## config.mk

```make
export PLATFORM = sky130hd
export DESIGN_NAME = serial_line_assembler
export DESIGN_NICKNAME = d
export VERILOG_FILES = /design/src/hw/rtl/sla_pkg.sv /design/src/hw/rtl/serial_line_assembler.sv /design/src/hw/rtl/sla_front.sv /design/src/hw/rtl/sla_queue.sv /design/src/hw/rtl/sla_back.sv
export SDC_FILE = /design/constraint.sdc
export NUM_CORES = 1
export LEC_CHECK = 0
export BUFFER_PORTS_ARGS = -buffer_cell sky130_fd_sc_hd__buf_2
export CORE_MARGIN = 2
export CORE_UTILIZATION = 30
export CTS_BUF_LIST = sky130_fd_sc_hd__clkbuf_4 sky130_fd_sc_hd__clkbuf_8
export DETAILED_ROUTE_END_ITERATION = 7
export PLACE_DENSITY_LB_ADDON = 0.12
export SLEW_MARGIN = 20
export SYNTH_ARGS = -nofsm -noshare
export SYNTH_HDL_FRONTEND = slang
export SYNTH_SLANG_ARGS = --single-unit
```

## constraint.sdc

```tcl
create_clock -name aclk -period 7.9 [get_ports aclk]
set_input_delay 0.79 -clock aclk [delete_from_list [all_inputs] [get_ports aclk]]
set_output_delay 0.79 -clock aclk [all_outputs]
set_load 0.1 [all_outputs]
```

## src/hw/rtl/sla_pkg.sv

```systemverilog
// ============================================================================
// sla_pkg: shared types and constants of the serial line assembler
// Character codes, store sizing and the record passed from the classifier to
// the line engine.
// ============================================================================
`default_nettype none

package sla_pkg;

    // Line store depth and the index width that follows from it
    localparam int LINE_STORE_DEPTH = 64;
    localparam int IDX_W            = $clog2(LINE_STORE_DEPTH);

    // Fixed field widths
    localparam int BYTE_W   = 8;
    localparam int LEN_W    = 6;
    localparam int CAP_W    = 7;
    localparam int M_DATA_W = 16;

    localparam logic [CAP_W-1:0] CAP_RESET = 7'd64;

    // Character codes
    localparam logic [BYTE_W-1:0] CH_NEWLINE = 8'h0A;
    localparam logic [BYTE_W-1:0] CH_RETURN  = 8'h0D;
    localparam logic [BYTE_W-1:0] CH_NUL     = 8'h00;

    // Byte classes decided by the front end
    typedef enum logic [1:0] {
        KIND_DATA,
        KIND_NEWLINE,
        KIND_NUL
    } byte_kind_t;

    typedef struct packed {
        byte_kind_t        kind;
        logic [BYTE_W-1:0] value;
    } rx_req_t;

    function automatic byte_kind_t classify(input logic [BYTE_W-1:0] b);
        byte_kind_t k;
        if (b == CH_NEWLINE) begin
            k = KIND_NEWLINE;
        end else if (b == CH_NUL) begin
            k = KIND_NUL;
        end else begin
            k = KIND_DATA;
        end
        return k;
    endfunction

endpackage

`default_nettype wire

```

## src/hw/rtl/serial_line_assembler.sv

```systemverilog
// ============================================================================
// serial_line_assembler: newline-delimited line framer
// Collect received serial bytes into lines and emit each complete line.
// ============================================================================
// Bytes enter on the s_ stream one request at a time and are classified and
// queued (two entries). The line engine writes ordinary bytes into a 64-entry
// line store; a newline ends the line, a trailing carriage return is
// stripped, and a non-empty line shorter than output_capacity is sent on the
// m_ stream one byte per request, with m_tlast on the final byte and the line
// length beside every byte. Empty lines and lines of output_capacity or more
// bytes give nothing. A NUL byte, or a 64th byte of a line, starts discard
// mode: bytes are dropped until the next newline, which emits nothing.
// Flow: an ordinary byte or a newline that emits nothing is taken while the
// engine is idle and leaves it free for the next request; a newline that
// emits a line drains it, each byte taking a store read state and an output
// load state. The queue absorbs two requests during a drain, after which
// s_tready drops until the engine is free again. The store needs no clearing
// pass after reset. Write output_capacity only while idle.
// ============================================================================
`default_nettype none

module serial_line_assembler (
    input  wire logic                          aclk,
    input  wire logic                          aresetn,
    // configuration
    input  wire logic                          cfg_we,
    input  wire logic [sla_pkg::CAP_W-1:0]     cfg_wdata,  // output_capacity
    // receive stream
    input  wire logic                          s_tvalid,
    output logic                               s_tready,
    input  wire logic [sla_pkg::BYTE_W-1:0]    s_tdata,    // [7:0] rx_byte
    // line stream
    output logic                               m_tvalid,
    input  wire logic                          m_tready,
    output logic [sla_pkg::M_DATA_W-1:0]       m_tdata,    // [7:0] line_byte,
                                                           // [13:8] line_length,
                                                           // [15:14] zero
    output logic                               m_tlast     // last_of_line
);

    sla_pkg::rx_req_t q_wdata;
    sla_pkg::rx_req_t q_rdata;
    logic             q_full;
    logic             q_push;
    logic             q_pop;
    logic             q_valid;

    // Classify incoming bytes; hold off the sender while the queue is full
    sla_front u_front (
        .s_tvalid (s_tvalid),
        .s_tready (s_tready),
        .s_tdata  (s_tdata),
        .q_full   (q_full),
        .q_push   (q_push),
        .q_wdata  (q_wdata)
    );

    // Buffer classified requests so either side can stall on its own
    sla_queue u_queue (
        .aclk    (aclk),
        .aresetn (aresetn),
        .push    (q_push),
        .wdata   (q_wdata),
        .full    (q_full),
        .pop     (q_pop),
        .rvalid  (q_valid),
        .rdata   (q_rdata)
    );

    // Store, frame and drain lines
    sla_back u_back (
        .aclk      (aclk),
        .aresetn   (aresetn),
        .cfg_we    (cfg_we),
        .cfg_wdata (cfg_wdata),
        .q_valid   (q_valid),
        .q_rdata   (q_rdata),
        .q_pop     (q_pop),
        .m_tvalid  (m_tvalid),
        .m_tready  (m_tready),
        .m_tdata   (m_tdata),
        .m_tlast   (m_tlast)
    );

endmodule

`default_nettype wire

```

## src/hw/rtl/sla_front.sv

```systemverilog
// ============================================================================
// sla_front: receive-side classifier
// Accept a byte when the request queue has room and tag it by class.
// ============================================================================
`default_nettype none

module sla_front (
    input  wire logic                          s_tvalid,
    output logic                               s_tready,
    input  wire logic [sla_pkg::BYTE_W-1:0]    s_tdata,   // [7:0] rx_byte
    input  wire logic                          q_full,
    output logic                               q_push,
    output sla_pkg::rx_req_t                   q_wdata
);

    assign s_tready      = ~q_full;
    assign q_push        = s_tvalid & ~q_full;
    assign q_wdata.kind  = sla_pkg::classify(s_tdata);
    assign q_wdata.value = s_tdata;

endmodule

`default_nettype wire

```

## src/hw/rtl/sla_queue.sv

```systemverilog
// ============================================================================
// sla_queue: two-entry request queue
// Decouple the classifier from the line engine.
// ============================================================================
`default_nettype none

module sla_queue (
    input  wire logic             aclk,
    input  wire logic             aresetn,
    input  wire logic             push,
    input  wire sla_pkg::rx_req_t wdata,
    output logic                  full,
    input  wire logic             pop,
    output logic                  rvalid,
    output sla_pkg::rx_req_t      rdata
);

    sla_pkg::rx_req_t entry_reg [2];
    logic             wr_ptr_reg, wr_ptr_next;
    logic             rd_ptr_reg, rd_ptr_next;
    logic [1:0]       count_reg, count_next;
    logic             do_push, do_pop;

    assign full    = (count_reg == 2'd2);
    assign rvalid  = (count_reg != 2'd0);
    assign rdata   = entry_reg[rd_ptr_reg];
    assign do_push = push & ~full;
    assign do_pop  = pop & rvalid;

    always_comb begin
        wr_ptr_next = wr_ptr_reg ^ do_push;
        rd_ptr_next = rd_ptr_reg ^ do_pop;
        count_next  = count_reg + {1'b0, do_push} - {1'b0, do_pop};
    end

    always_ff @(posedge aclk) begin
        if (!aresetn) begin
            wr_ptr_reg <= 1'b0;
            rd_ptr_reg <= 1'b0;
            count_reg  <= 2'd0;
        end else begin
            wr_ptr_reg <= wr_ptr_next;
            rd_ptr_reg <= rd_ptr_next;
            count_reg  <= count_next;
        end
    end

    always_ff @(posedge aclk) begin
        if (do_push) begin
            entry_reg[wr_ptr_reg] <= wdata;
        end
    end

    always_ff @(posedge aclk) begin
        if (aresetn) begin
            assert (!(push && full))
                else $error("sla_queue: push while full");
        end
    end

endmodule

`default_nettype wire

```

## src/hw/rtl/sla_back.sv

```systemverilog
// ============================================================================
// sla_back: line engine
// Store line bytes, frame on newline and drain a finished line to the output.
// ============================================================================
`default_nettype none

module sla_back (
    input  wire logic                          aclk,
    input  wire logic                          aresetn,
    input  wire logic                          cfg_we,
    input  wire logic [sla_pkg::CAP_W-1:0]     cfg_wdata,
    input  wire logic                          q_valid,
    input  wire sla_pkg::rx_req_t              q_rdata,
    output logic                               q_pop,
    output logic                               m_tvalid,
    input  wire logic                          m_tready,
    output logic [sla_pkg::M_DATA_W-1:0]       m_tdata,
    output logic                               m_tlast
);

    typedef enum logic [1:0] {
        ST_IDLE,
        ST_READ,
        ST_LOAD
    } state_t;

    localparam int IDX_W = sla_pkg::IDX_W;

    state_t                         state_reg, state_next;
    logic [IDX_W-1:0]               fill_reg, fill_next;
    logic                           drop_reg, drop_next;
    logic [sla_pkg::BYTE_W-1:0]     last_byte_reg, last_byte_next;
    logic [IDX_W-1:0]               len_reg, len_next;
    logic [IDX_W-1:0]               rd_idx_reg, rd_idx_next;
    logic [sla_pkg::CAP_W-1:0]      cap_reg, cap_next;
    logic                           m_tvalid_reg, m_tvalid_next;
    logic [sla_pkg::M_DATA_W-1:0]   m_tdata_reg, m_tdata_next;
    logic                           m_tlast_reg, m_tlast_next;

    logic [sla_pkg::BYTE_W-1:0]     store_mem [sla_pkg::LINE_STORE_DEPTH];
    logic [sla_pkg::BYTE_W-1:0]     rd_data_reg;
    logic                           mem_we;
    logic                           mem_re;
    logic [IDX_W-1:0]               strip_len;
    logic                           out_free;
    logic                           is_last;

    assign out_free = ~m_tvalid_reg | m_tready;
    assign is_last  = (rd_idx_reg == len_reg - IDX_W'(1));
    assign q_pop    = (state_reg == ST_IDLE) & q_valid;
    assign mem_re   = (state_reg == ST_READ);
    assign strip_len = ((fill_reg != '0) && (last_byte_reg == sla_pkg::CH_RETURN))
                       ? fill_reg - IDX_W'(1) : fill_reg;

    always_comb begin
        state_next     = state_reg;
        fill_next      = fill_reg;
        drop_next      = drop_reg;
        last_byte_next = last_byte_reg;
        len_next       = len_reg;
        rd_idx_next    = rd_idx_reg;
        cap_next       = cfg_we ? cfg_wdata : cap_reg;
        m_tvalid_next  = m_tvalid_reg & ~m_tready;
        m_tdata_next   = m_tdata_reg;
        m_tlast_next   = m_tlast_reg;
        mem_we         = 1'b0;

        unique case (state_reg)
            ST_IDLE: begin
                if (q_valid) begin
                    if (q_rdata.kind == sla_pkg::KIND_NEWLINE) begin
                        fill_next = '0;
                        drop_next = 1'b0;
                        if (!drop_reg && (strip_len != '0) &&
                            (sla_pkg::CAP_W'(strip_len) < cap_reg)) begin
                            len_next    = strip_len;
                            rd_idx_next = '0;
                            state_next  = ST_READ;
                        end
                    end else if (!drop_reg) begin
                        if ((q_rdata.kind == sla_pkg::KIND_NUL) ||
                            (fill_reg >= IDX_W'(sla_pkg::LINE_STORE_DEPTH - 1))) begin
                            drop_next = 1'b1;
                            fill_next = '0;
                        end else begin
                            mem_we         = 1'b1;
                            fill_next      = fill_reg + IDX_W'(1);
                            last_byte_next = q_rdata.value;
                        end
                    end
                end
            end
            ST_READ: begin
                state_next = ST_LOAD;
            end
            ST_LOAD: begin
                if (out_free) begin
                    m_tvalid_next = 1'b1;
                    m_tdata_next  = {{(sla_pkg::M_DATA_W - sla_pkg::LEN_W
                                       - sla_pkg::BYTE_W){1'b0}},
                                     sla_pkg::LEN_W'(len_reg), rd_data_reg};
                    m_tlast_next  = is_last;
                    rd_idx_next   = rd_idx_reg + IDX_W'(1);
                    state_next    = is_last ? ST_IDLE : ST_READ;
                end
            end
            default: begin
                state_next = ST_IDLE;
            end
        endcase
    end

    always_ff @(posedge aclk) begin
        if (!aresetn) begin
            state_reg     <= ST_IDLE;
            fill_reg      <= '0;
            drop_reg      <= 1'b0;
            cap_reg       <= sla_pkg::CAP_RESET;
            m_tvalid_reg  <= 1'b0;
        end else begin
            state_reg     <= state_next;
            fill_reg      <= fill_next;
            drop_reg      <= drop_next;
            cap_reg       <= cap_next;
            m_tvalid_reg  <= m_tvalid_next;
        end
        last_byte_reg <= last_byte_next;
        len_reg       <= len_next;
        rd_idx_reg    <= rd_idx_next;
        m_tdata_reg   <= m_tdata_next;
        m_tlast_reg   <= m_tlast_next;
    end

    always_ff @(posedge aclk) begin
        if (mem_we) begin
            store_mem[fill_reg] <= q_rdata.value;
        end
        if (mem_re) begin
            rd_data_reg <= store_mem[rd_idx_reg];
        end
    end

    assign m_tvalid = m_tvalid_reg;
    assign m_tdata  = m_tdata_reg;
    assign m_tlast  = m_tlast_reg;

    // Discard mode keeps the store empty
    assert property (@(posedge aclk) disable iff (!aresetn)
        drop_reg |-> (fill_reg == '0))
        else $error("sla_back: store not empty while discarding");

    // A drained line never reads past its own length
    assert property (@(posedge aclk) disable iff (!aresetn)
        (state_reg != ST_IDLE) |-> ((len_reg != '0) && (rd_idx_reg < len_reg)))
        else $error("sla_back: drain index out of line");

    // Requests are taken only while no line is draining
    assert property (@(posedge aclk) disable iff (!aresetn)
        q_pop |-> (state_reg == ST_IDLE))
        else $error("sla_back: request taken during drain");

    // The final byte of a line returns the engine to idle
    assert property (@(posedge aclk) disable iff (!aresetn)
        (state_reg == ST_LOAD && out_free && is_last) |=> (state_reg == ST_IDLE))
        else $error("sla_back: engine did not finish line");

endmodule

`default_nettype wire
```

Word level (Yosys, flattened, before mapping)
Memories as Yosys holds them, arrays and structs flattened. A register that Yosys moved wholly into a read port is not among the register bits.
Index checks and enable logic that the tools add are counted.

storage, ports and cells
  flip-flop bits (word level) = 56
  memory bits (writable) = 532
  input port bits = 20
  output and inout port bits = 19
  word-level logic and storage cells = 100
  memories = 2

operators by class
  add/sub/neg operators = 6
  order comparisons = 2
  equality and inequality tests = 13
  multiplexer cells = 32
  bitwise operators = 14
  reductions and logical operators = 18

memory list
  memory             words  bits a word  read ports  clocked after Yosys merged registers in  write ports  RTL line         text
  u_back.store_mem   64     8            1           1                                        1            sla_back.sv:40   logic [sla_pkg::BYTE_W-1:0] store_mem [sla_pkg::LINE_STORE_DEPTH];
  u_queue.entry_reg  2      10           1           1                                        1            sla_queue.sv:18  sla_pkg::rx_req_t entry_reg [2];

operators with widths
  operator                                                  number
  2-to-1 mux 6 bit                                          8
  == test 8 x 4 -> 1 bit, second input constant             2
  2-to-1 mux 1 bit                                          16
  adder 6 x 1 -> 6 bit, second input constant               2
  2-to-1 mux 2 bit                                          6
  one-hot mux 6 bit (2 select lines)                        1
  nonzero test 6 bit                                        2
  subtractor 6 x 1 -> 6 bit, second input constant          2
  AND reduction 5 bit                                       2
  zero test 8 bit                                           1
  AND reduction 4 bit                                       2
  less-than comparator 6 x 7 -> 1 bit                       1
  == test 2 bit, second input constant                      3
  == test 6 bit                                             1
  greater-or-equal comparator 6 bit, second input constant  1
  != test 2 bit, second input constant                      3
  NOT 1 bit                                                 6
  one-hot mux 2 bit (3 select lines)                        1
  AND 1 bit                                                 5
  == test 2 x 1 -> 1 bit, second input constant             2
  != test 2 x 1 -> 1 bit, second input constant             2
  AND reduction 2 bit                                       2
  nonzero test 2 bit                                        2
  logical AND 1 bit                                         3
  other kinds (8)                                           9

Logic depth before layout (Yosys ltp)
Gate-level depths: netlist (run 1).

  depth in word-level cells = 10
  depth in mapped cells = 15
  mapped depth without buffers = 14

Cells and area by module
From an unflattened synthesis (run 1), not the netlist that was laid out.

second synthesis, totals
  cell total of the unflattened synthesis = 1195
  area, all modules = 23522.6 um^2

by module, submodules not included
  module     instances  cells each  area each (um^2)  sequential area each (um^2)
  sla_back   1          1124        22430.3           17006.3
  sla_queue  1          56          984.7             700.7
  sla_front  1          15          107.6             0.0

Least setup slack after synthesis (run 1)
OpenSTA, ideal clock, no wires.

  path type = register to register
  from = register u_back.fill_reg[1]
  to = register u_back.rd_idx_reg[0], enable pin
  setup time = 318 ps
  arrival = 3046 ps
  data required time = 7582 ps
  path slack = 4536 ps
  stages on the path, launching flop included = 16
  path buffers = 1
  clock period less this slack = 3364 ps
  cell sequence = dfxtp_1 -> clkbuf_1 -> inv_1 -> ha_1 -> or4b_1 -> o211ai_1 -> nor2_1 -> nand2_1 -> xnor2_1 -> ha_1 -> and4b_1 -> nand3b_1 -> o2111ai_1 -> nor3_1 -> o2111ai_2 -> nand2_1

between the ends
  word-level cells in the longest chain between the ends = 8
  elaborated cells on any way between the ends = 10
  those cells by class = 1 x add/sub; 1 x order compare; 1 x eq/ne; 1 x mux; 6 x reduce/logical

RTL lines
  what                                                                         RTL line         text
  start, declared                                                              sla_back.sv:30   logic [IDX_W-1:0] fill_reg, fill_next;
  start signal, assigned                                                       sla_back.sv:122  fill_reg <= fill_next;
  branches (longest 2 deep; another with subtractor 6 x 1 -> 6 bit)            n/a
  2-to-1 mux 6 bit (*)                                                         sla_back.sv:53   ? fill_reg - IDX_W'(1) : fill_reg;
  named net u_back.strip_len[5]                                                sla_back.sv:44   logic [IDX_W-1:0] strip_len;
  branches (longest 2 deep; another with less-than comparator 6 x 7 -> 1 bit)  n/a
  logical AND 1 bit (*)                                                        sla_back.sv:74   if (!drop_reg && (strip_len != '0) &&
  != test 2 bit (no source line) (*)                                           n/a
  AND reduction 5 bit (no source line) (*)                                     n/a
  end signal, assigned                                                         sla_back.sv:129  rd_idx_reg <= rd_idx_next;
  end, declared                                                                sla_back.sv:34   logic [IDX_W-1:0] rd_idx_reg, rd_idx_next;

Mark *: on every way through the listed nets, which the timed path passes.
A chain may end at the register's enable or synchronous reset.

Worst setup path in the final report (run 1)
  from = register u_back.fill_reg[4]
  to = memory u_back.store_mem[50][3] in the netlist's numbering, enable pin

between the ends
  word-level cells in the longest chain between the ends = 9

RTL lines
  what                                    RTL line         text
  greater-or-equal comparator 6 bit       sla_back.sv:82   (fill_reg >= IDX_W'(sla_pkg::LINE_STORE_DEPTH - 1))) begin
  logical OR 1 bit                        sla_back.sv:81   if ((q_rdata.kind == sla_pkg::KIND_NUL) ||
  2-to-1 mux 1 bit                        sla_back.sv:81
  2-to-1 mux 1 bit                        sla_back.sv:80   end else if (!drop_reg) begin
  2-to-1 mux 1 bit                        sla_back.sv:71   if (q_rdata.kind == sla_pkg::KIND_NEWLINE) begin
  2-to-1 mux 1 bit                        sla_back.sv:70   if (q_valid) begin
  2-to-1 mux 1 bit                        sla_back.sv:68   unique case (state_reg)
  2-to-1 mux 1 bit                        sla_back.sv:135  if (mem_we) begin
  2-to-1 mux 1 bit (implied by the code)  sla_back.sv:136  store_mem[fill_reg] <= q_rdata.value;
  end, declared                           sla_back.sv:40

Parallel ways exist; a longest one is shown, timed or not.

==> results of run 1 <==
power by group:
| group | total, mW | internal (mW) | leakage, nW | switching (mW) |
|---|---|---|---|---|
| registers | 3.86 | 3.81 | 5.36 | 0.0480 |
| logic | 0.966 | 0.283 | 2.07 | 0.683 |
| clock network | 2.63 | 1.38 | 1.01 | 1.25 |
worst register-to-register path: cells and delay by family (launching register included):
kind / cells / cell delay [ns]
simple gates: 5 / 3.29
flops: 1 / 0.44
compound gates: 1 / 0.28
logic make-up (layout without fill, tap and decap cells):
group                      count (synthesis)  after routing
AOI/OAI and AO/OA                         37             37
xor gates and xnor gates                  22             22
adders and majority gates                 13             13
buffers and inverters                     81            259
DFF                                      597            597
muxes                                    193            193
other                                      1              4
and+or+nand+nor                          179            179
routing by layer:
layer / routed length, microns / track usage / up-vias
met5: 0 / 0 / -
li1: - / - / 4810
met4: 966 / 0.0426 / 0
met3: 2820 / 0.0283 / 75
met1: 26500 / 0.202 / 5937
met2: 27500 / 0.230 / 292
cell usage in the layout, fill, tap and decap left out, types with 15 or more instances in the layout:
cell,count
dfxtp_1,22
nand2_1,25
edfxtp_1,575
xnor2_1,15
mux4_2,160
clkbuf_8,103
nor2_1,103
inv_1,25
clkbuf_4,29
mux2_2,15
clkinv_1,30
nand3_1,16
buf_2,36
mux2i_1,17
through the flow:
stage	util	setup slack, ns	instances	instance area [sq um]
6_report	0.345	3.50	2344	26700
2_1_floorplan	-	4.54	1124	23500
4_1_cts	0.345	3.34	2342	26700
3_5_place_dp	0.320	3.39	2160	24800
3_3_place_gp	0.320	3.60	2160	24800
5_1_grt	0.345	3.21	2343	26700
worst paths after layout:
check | start | end | cells after the start
setup / recovery | u_back.fill_reg[4] | u_back.store_mem[50][3] | 6
hold / removal | s_tdata[2] | u_queue.entry_reg[0][2] | 1
setup reg to reg | u_back.fill_reg[4] | u_back.store_mem[50][3] | 6
hold reg to reg | u_back.rd_data_reg[5] | u_back.m_tdata[5] | 0
final cells by class:
cell class / count / area (sq um)
Tap cell: 1040 / 1300
Antenna cell: 2 / 5.00
Fill cell: 7336 / 50800
Sequential cell: 597 / 17700
Inverter: 26 / 97.6
Clock buffer: 132 / 1640
Multi-Input combinational cell: 446 / 5380
Clock inverter: 50 / 268
Timing Repair Buffer: 51 / 318
==> qor.txt, run 1 <==
outcome: completed
I/O Buffers: 36
post-synth top area share: 0.736
width of the die: 284 microns
DR pass1 iterations: 7
CTS Sinks: 597
synth unique cells: 48
WL final: 57800 microns
CP max stage delay: 0.92 ns
largest family of logic cells by synthesized area: multiplexers
Syn Area/Cell: 20.9 sq um
delay-heaviest family, CP: simple AND/OR/NAND/NOR gates
Final GP Congestion: 0.744
critical path class: reg2reg
Worst setup EP type: flip-flop
crit path time final: 4.40 ns
Max Cap Viol: 0
Achievable Freq: 227 MHz
drt drc: 0
Worst setup SP type: flip-flop
number of synthesized register bits: 597
proportion of synthesized chip area in sequential cells: 0.755
first-pass GRT wire length: 84100 microns
number of setup violations in the final report: 0
Compound-Gate Fraction of Synth Area: 0.0108
Buf/Inv on CP: 0
Iteration-0 DRC Markers: 680
vias in the first global route: 11796
Synth Area in XOR/XNOR: 0.00822
Peak VDD IR: 187 uV
CP max stage cell: nor2_1
post-synthesis async set-or-reset flop share: 0
Post-synth EDFFs: 575
RSZ-0062 raised after global routing: false
CTS resizes: 0
reg-to-reg slack, setup: 3.50 ns
Vias per Instance: 4.74
largest net degree at the start of global routing: 130
worst hold margin: 0.296 ns
DR vias: 11114
commonest cells in the netlist: 575 x edfxtp_1, 160 x mux4_2, 103 x nor2_1, 25 x inv_1, 25 x nand2_1
final period utilization: 0.557
Slew HR: 0.300
Crit path top cell by count: nand3_1
clk_skew: 0.0369 ns
Synth Area in Adders: 0.00694
Main synth FF type: edfxtp_1
Die Height: 284 microns
synth warn: 0
worst min-delay path class: in2reg
I/O pins: 39
clk root buf: clkbuf_8
total CTS buffers: 102
most frequent cell after synthesis: edfxtp_1
post-synthesis mux area share: 0.169
num rows: 102
CP Max Fanout: 15
die area: 80400 sq um
Nets: 1257
Setup TNS: 0 ns
GR Overflow Total: 0
GRT Util Overall: 0.145
Worst Path Required: 8.21 ns
DP Wirelength: 33300 microns
Synth area leader: edfxtp_1
TritonCTS clock tree: done
critical path arrival: 4.71 ns
top cells by area, synth: edfxtp_1 74%, mux4_2 15%, dfxtp_1 1.9%, nor2_1 1.6%, mux2i_1 0.73%
Core ar.: 77500 sq um
Power, Total: 7.45 mW
Clock Path Buffers: 3
clock slew at reported path FFs: 0.06 ns
initial antenna violation count: 1
Synth Area in Simple Gates: 0.0344
LEAKAGE: 8.43 nW
area of the mapped netlist: 23500 sq um
Skew-Pair Late Insertion Delay: 0.70 ns
Setup Fix Bufs, Post-CTS: 0
final hold violations: 0
Hold-fix buffers, CTS: 0
fin. max-slew vios: 0
cell count after synthesis: 1123
Area Growth Syn to Fin: 13.9%
Initial Utilization: 0.303
Power per Cell Area: 279 nW/um^2
actual slew at the worst max-slew pin: 1.05 ns
crit-path cells: nand3_1 > o211ai_1 > nor4b_4 > and2_1 > nand3_1 > nor2_1
fraction of layout cells with a size suffix above 1: 0.296
Final ANT Viol Nets: 0
routed len/inst: 24.6 microns
Largest register FFs: 512
H-tree depth: 3
No activity file was read; power rests on OpenSTA's default activity.
==> run 2, diff against run 1 <==
- clock period: 7.9 -> 3.7 ns (I/O delays scaled with it)
==> qor.txt, run 2 (same netlist as run 1, synthesis figures left out) <==
outcome: completed
Worst setup EP type: flip-flop
Max Cap Viol: 0 (unchanged)
clk_skew: 0.0248 ns (-0.0121 ns)
Final GP Congestion: 0.756 (+1.7%)
Final ANT Viol Nets: 0 (unchanged)
WL final: 60100 microns (+4.1%)
LEAKAGE: 9.19 nW (+9.0%)
GR Overflow Total: 0 (unchanged)
Clock Path Buffers: 3 (unchanged)
vias in the first global route: 12354 (+4.7%)
routed len/inst: 24.3 microns (-1.3%)
H-tree depth: 3 (unchanged)
worst hold endpoint: u_back.cap_reg[2]
DR vias: 11519 (+3.6%)
Worst Path Required: 4.07 ns (-4.14 ns)
fraction of layout cells with a size suffix above 1: 0.349 (+0.0537)
met3 Use GR: 0.0273 (-0.00105)
TritonCTS clock tree: done
I/O Buffers: 36 (unchanged)
critical path arrival: 3.77 ns (-0.94 ns)
Die Height: 284 microns (unchanged)
NetSw: 4.21 mW (+110%)
reg2reg start: u_back.fill_reg[1]
final period utilization: 0.918 (+0.361)
fin. max-slew vios: 0 (unchanged)
register area: 17700 sq um (unchanged)
Crit Reg-Reg Endpoint: u_back.rd_idx_reg[5]
Skew-Pair Late Insertion Delay: 0.68 ns (-0.02 ns)
sequential share of power: 0.496 (-0.022)
Slew HR: 0.309 (+0.00807)
Setup TNS: 0 ns (unchanged)
sw frac: 0.255 (-0.0104)
initial antenna violation count: 4 (+3)
drt drc: 0 (unchanged)
actual slew at the worst max-slew pin: 1.01 ns (-0.0344 ns)
DR pass1 iterations: 5 (-2)
CTS Sinks: 597 (unchanged)
final hold violations: 0 (unchanged)
GRT Util Overall: 0.151 (+0.00578)
CP Max Fanout: 6 (-9)
met1 GRT Util: 0.216 (+0.0132)
reg-to-reg slack, setup: 0.30 ns (-3.20 ns)
clk root buf: clkbuf_8
Initial Utilization: 0.303 (unchanged)
Core Util, Final: 0.361 (+0.0162)
Peak VDD IR: 357 uV (+91%)
Multi-input gate area: 5390 sq um (+0.16%)
first-pass GRT wire length: 87800 microns (+4.4%)
Worst Hold Path Cells: 3 (+2)
total CTS buffers: 105 (+2.9%)
reg2reg path depth: 13 (+7)
filler cell count: 7238 (-1.3%)
largest net degree at the start of global routing: 48 (-63%)
Worst setup SP type: flip-flop
Clk network pwr share: 0.367 (+0.014)
I/O pins: 39 (unchanged)
critical path class: reg2reg
Iteration-0 DRC Markers: 928 (+36%)
Nets: 1382 (+9.9%)
worst min-delay path class: in2reg
Area Growth Syn to Fin: 19.3%
most frequent cells in the layout: 575 x edfxtp_1, 160 x mux4_2, 110 x clkbuf_8
DP Wirelength: 37200 microns (+12%)
met2 Resource Use GR: 0.238 (+0.00741)
width of the die: 284 microns (unchanged)
die area: 80400 sq um (unchanged)
number of setup violations in the final report: 0 (unchanged)
internal power: 12.3 mW (+120%)
Vias per Instance: 4.66 (-1.7%)
RSZ-0062 raised after global routing: false
Achievable Freq: 294 MHz (+30%)
num rows: 102 (unchanged)
most common cell after layout, fill and taps aside: edfxtp_1
crit path time final: 3.40 ns (-1.00 ns)
clock slew at reported path FFs: 0.06 ns (about the same)
Core ar.: 77500 sq um (unchanged)
Most Used Layer, Global Route: met2
hold_sp: cfg_we
Gate power share: 0.137 (+0.007)
Power per Cell Area: 590 nW/um^2 (+110%)
Largest register FFs: 512 (unchanged)
## run 2: cell count changes in the layout (fill, tap and decap cells not counted), sizes merged, moves of 3 or more
| cell | change |
|---|---|
| clkinvlp | -3 |
| clkbuf | +22 |
| clkinv | -15 |
| buf | +104 |
| dlygate4sd3 | +18 |
| bufinv | +3 |
## run 2: area by class of cell
| cell class | count | share of cell area |
|---|---|---|
| diodes | 1 | 0.0000895 |
| inverters | 26 | 0.00349 |
| repair buffers | 173 | 0.0493 |
| flip-flops and latches | 597 | 0.633 |
| clock inverters | 35 | 0.00890 |
| clock buffers | 154 | 0.0659 |
| well taps | 1040 | 0.0465 |
| multi-input cells | 446 | 0.193 |
## run 2: power groups by stage
| stage | clock, mW | sequential, mW | combinational (mW) |
|---|---|---|---|
| floorplan | 0 | 8.33 | 1.27 |
| global placement | 0 | 8.34 | 2.28 |
| detailed placement | 0 | 8.35 | 2.31 |
| CTS | 6.28 | 8.21 | 2.33 |
| global route | 6.55 | 8.22 | 2.47 |
| finish | 6.05 | 8.20 | 2.26 |
## run 2: metrics by stage
stage	std cells	area [sq um]	setup WS, ns	total power [mW]	hold slack, ns
finish	2472	28000	0.302	16.5	0.118
global placement	2263	25700	0.377	10.6	0.407
CTS	2470	27900	0.243	16.8	0.0474
floorplan	1124	23500	0.336	9.60	0.400
detailed placement	2263	25700	0.255	10.7	0.413
global route	2472	28000	0.0512	17.2	0.0697
## run 2: how the worst max path moves through the flow
stage | from | to
2_1_floorplan | u_back.fill_reg[1] | u_back.rd_idx_reg[0]
3_3_place_gp | u_back.fill_reg[1] | u_back.rd_idx_reg[5]
3_5_place_dp | u_back.fill_reg[1] | u_back.rd_idx_reg[5]
4_1_cts | u_back.fill_reg[1] | u_back.rd_idx_reg[5]
5_1_grt | u_back.fill_reg[1] | u_back.rd_idx_reg[3]
6_report | u_back.fill_reg[1] | u_back.rd_idx_reg[5]
## run 2: layer usage
layer  share of wire  routed length, microns
met5               0                       0
met4           0.018                    1110
met3           0.038                    2260
met2            0.47                   28300
met1            0.47                   28500
## run 2: timing repair
action                                  CTS  global route
hold endpoints to repair                 28             0
hold buffers                             18             0
endpoints found under the setup margin    0             5
gates resized for setup                   0             2
setup buffers                             0             0
## run 2: critical path, stage by stage, from the launching register on
cell       delay, ns
dfxtp_1         0.31
inv_1           0.07
ha_1            0.15
or4b_1          0.47
o211ai_1        0.25
nor2_1          0.11
xnor2_1         0.25
ha_1            0.29
and4b_1         0.26
nand3b_1        0.15
o2111ai_1       0.12
nor3_1          0.21
o2111ai_2       0.25
nand2_2         0.22
==> run 3, diff against run 2 <==
--- a/config.mk
+++ b/config.mk
@@ -8,2 +8,4 @@
 export BUFFER_PORTS_ARGS = -buffer_cell sky130_fd_sc_hd__buf_2
+export CELL_PAD_IN_SITES_DETAIL_PLACEMENT = 2
+export CELL_PAD_IN_SITES_GLOBAL_PLACEMENT = 2
 export CORE_MARGIN = 2
==> constraint.sdc (replaced) <==
create_clock -name aclk -period 3.7 [get_ports aclk]
set_input_delay 0.555 -clock aclk [delete_from_list [all_inputs] [get_ports aclk]]
set_output_delay 0.555 -clock aclk [all_outputs]
set_load 0.1 [all_outputs]
==> qor.txt, run 3 (same netlist as run 1, synthesis figures left out) <==
Largest register FFs: 512 (unchanged)
initial antenna violation count: 3 (-1)
most frequent cells in the layout: 575 x edfxtp_1, 160 x mux4_2, 110 x clkbuf_8, 110 x buf_4, 103 x nor2_1
Buf/Inv on CP: 2 (+1)
Vias per Instance: 4.69 (+0.55%)
width of the die: 284 microns (unchanged)
Area Growth Syn to Fin: 18.2%
Worst Path Required: 4.06 ns (about the same)
Peak VDD IR: 276 uV (-23%)
CP max stage delay: 0.47 ns (about the same)
fin. max-slew vios: 0 (unchanged)
Initial Utilization: 0.303 (unchanged)
Max Cap Viol: 0 (unchanged)
Iteration-0 DRC Markers: 727 (-22%)
Non-Filler Instances: 2461 (-0.44%)
crit path time final: 3.41 ns (+0.0157 ns)
CTS Sinks: 597 (unchanged)
Skew-Pair Late Insertion Delay: 0.71 ns (+0.03 ns)
outcome: completed
Core ar.: 77500 sq um (unchanged)
Final ANT Viol Nets: 0 (unchanged)
clk root buf: clkbuf_8
Power per Cell Area: 594 nW/um^2 (+0.67%)
WL final: 62600 microns (+4.2%)
H-tree depth: 3 (unchanged)
LEAKAGE: 9.08 nW (-1.1%)
fraction of layout cells with a size suffix above 1: 0.356 (+0.00623)
final period utilization: 0.923 (+0.00424)
vias in the first global route: 13024 (+5.4%)
Worst setup SP type: flip-flop
worst hold margin: 0.0737 ns (-0.0441 ns)
CP Max Fanout: 6 (unchanged)
Setup TNS: 0 ns (unchanged)
Die Height: 284 microns (unchanged)
total CTS buffers: 107 (+1.9%)
Final GP Congestion: 0.735 (-2.9%)
clock slew at reported path FFs: 0.06 ns (about the same)
I/O pins: 39 (unchanged)
I/O Buffers: 36 (unchanged)
TritonCTS clock tree: done
actual slew at the worst max-slew pin: 1.04 ns (+0.0315 ns)
DR pass1 iterations: 7 (+2)
critical path class: reg2reg
Power, Total: 16.5 mW (-0.21%)
CP max stage cell: or4b_1
routed len/inst: 25.5 microns (+4.7%)
Placed Cells: 2259 (-0.18%)
worst min-delay path class: in2reg
drt drc: 0 (unchanged)
critical path arrival: 3.77 ns (about the same)
Setup Fix Bufs, Post-CTS: 0 (unchanged)
first-pass GRT wire length: 92800 microns (+5.7%)
GRT Util Overall: 0.159 (+0.00835)
final hold violations: 0 (unchanged)
reg-to-reg slack, setup: 0.29 ns (-0.02 ns)
filler cell count: 7591 (+4.9%)
DP Wirelength: 39100 microns (+4.9%)
RSZ-0062 raised after global routing: false
largest net degree at the start of global routing: 68 (+42%)
num rows: 102 (unchanged)
Nets: 1363 (-1.4%)
Worst setup EP type: flip-flop
Clock Path Buffers: 3 (unchanged)
DR vias: 11531 (+0.10%)
die area: 80400 sq um (unchanged)
delay-heaviest family, CP: simple AND/OR/NAND/NOR gates
clk_skew: 0.0416 ns (+0.0168 ns)
Achievable Freq: 293 MHz (-0.46%)
Slew HR: 0.304 (-0.00433)
Core Util, Final: 0.358 (-0.00313)
GR Overflow Total: 0 (unchanged)
number of setup violations in the final report: 0 (unchanged)
crit-path cells: inv_1 > ha_1 > or4b_1 > o211ai_1 > nor2_1 > nand2_1 > xnor2_1 > ha_1 > and4b_1 > nand3b_1 > o2111ai_1 > nor3_1 > o2111ai_2 > inv_1
most common cell after layout, fill and taps aside: edfxtp_1
==> run 3: cell count changes in the layout (fill, tap and decap cells not counted), sizes merged <==
cell,delta
clkbuf,+2
bufinv,-3
buf,-4
clkinv,+7
clkinvlp,+4
dlygate4sd3,-17
==> run 3: where the power goes <==
| group | switching (mW) | internal, mW | total (mW) | leakage (nW) |
|---|---|---|---|---|
| sequential | 0.0955 | 8.12 | 8.22 | 5.36 |
| combinational | 1.51 | 0.707 | 2.22 | 2.62 |
| clock | 2.76 | 3.29 | 6.05 | 1.11 |
==> run 3: final timing paths <==
kind	cells after the start	from	endpoint
min	1	s_tdata[7]	u_queue.entry_reg[1][7]
max	14	u_back.fill_reg[1]	u_back.len_reg[1]
max reg2reg	14	u_back.fill_reg[1]	u_back.len_reg[1]
min reg2reg	0	u_back.rd_data_reg[1]	u_back.m_tdata[1]
==> run 3: layout make-up <==
| class | count | area, sq um | share of cell area |
|---|---|---|---|
| Clock inverter | 43 | 243 | 0.00875 |
| Inverter | 26 | 97.6 | 0.00352 |
| Multi-Input combinational cell | 446 | 5390 | 0.195 |
| Timing Repair Buffer | 152 | 1120 | 0.0405 |
| Clock buffer | 156 | 1860 | 0.0671 |
| Antenna cell | 1 | 2.50 | 0.0000902 |
| Tap cell | 1040 | 1300 | 0.0469 |
| Sequential cell | 597 | 17700 | 0.639 |
==> run 3: through the flow <==
step / instance area (sq um) / setup WS, ns
floorplan: 23500 / 0.336
global placement: 25600 / 0.315
detailed placement: 25600 / 0.214
CTS: 27700 / 0.209
global route: 27700 / 0.0275
finish: 27700 / 0.287
==> run 3: metal layers <==
layer,up-vias,track usage,part of all wire
met5,-,0,0
met4,0,0.0511,0.027
met3,110,0.0301,0.033
met2,215,0.261,0.49
met1,6193,0.214,0.45
li1,5013,-,-
==> run 3: timing repair <==
action                                 CTS  global route
endpoints found under the hold margin    1             0
resized for setup                        0             1
setup endpoints to repair                0             6
hold buffers                             1             0
==> run 3: worst reg2reg max path: stages, from the launching register on <==
cell and delay (ns):
dfxtp_1 0.31, inv_1 0.07, ha_1 0.16, or4b_1 0.47, o211ai_1 0.24, nor2_1 0.12, nand2_1 0.09, xnor2_1 0.15
ha_1 0.29, and4b_1 0.23, nand3b_1 0.15, o2111ai_1 0.12, nor3_1 0.21, o2111ai_2 0.23, inv_1 0.23
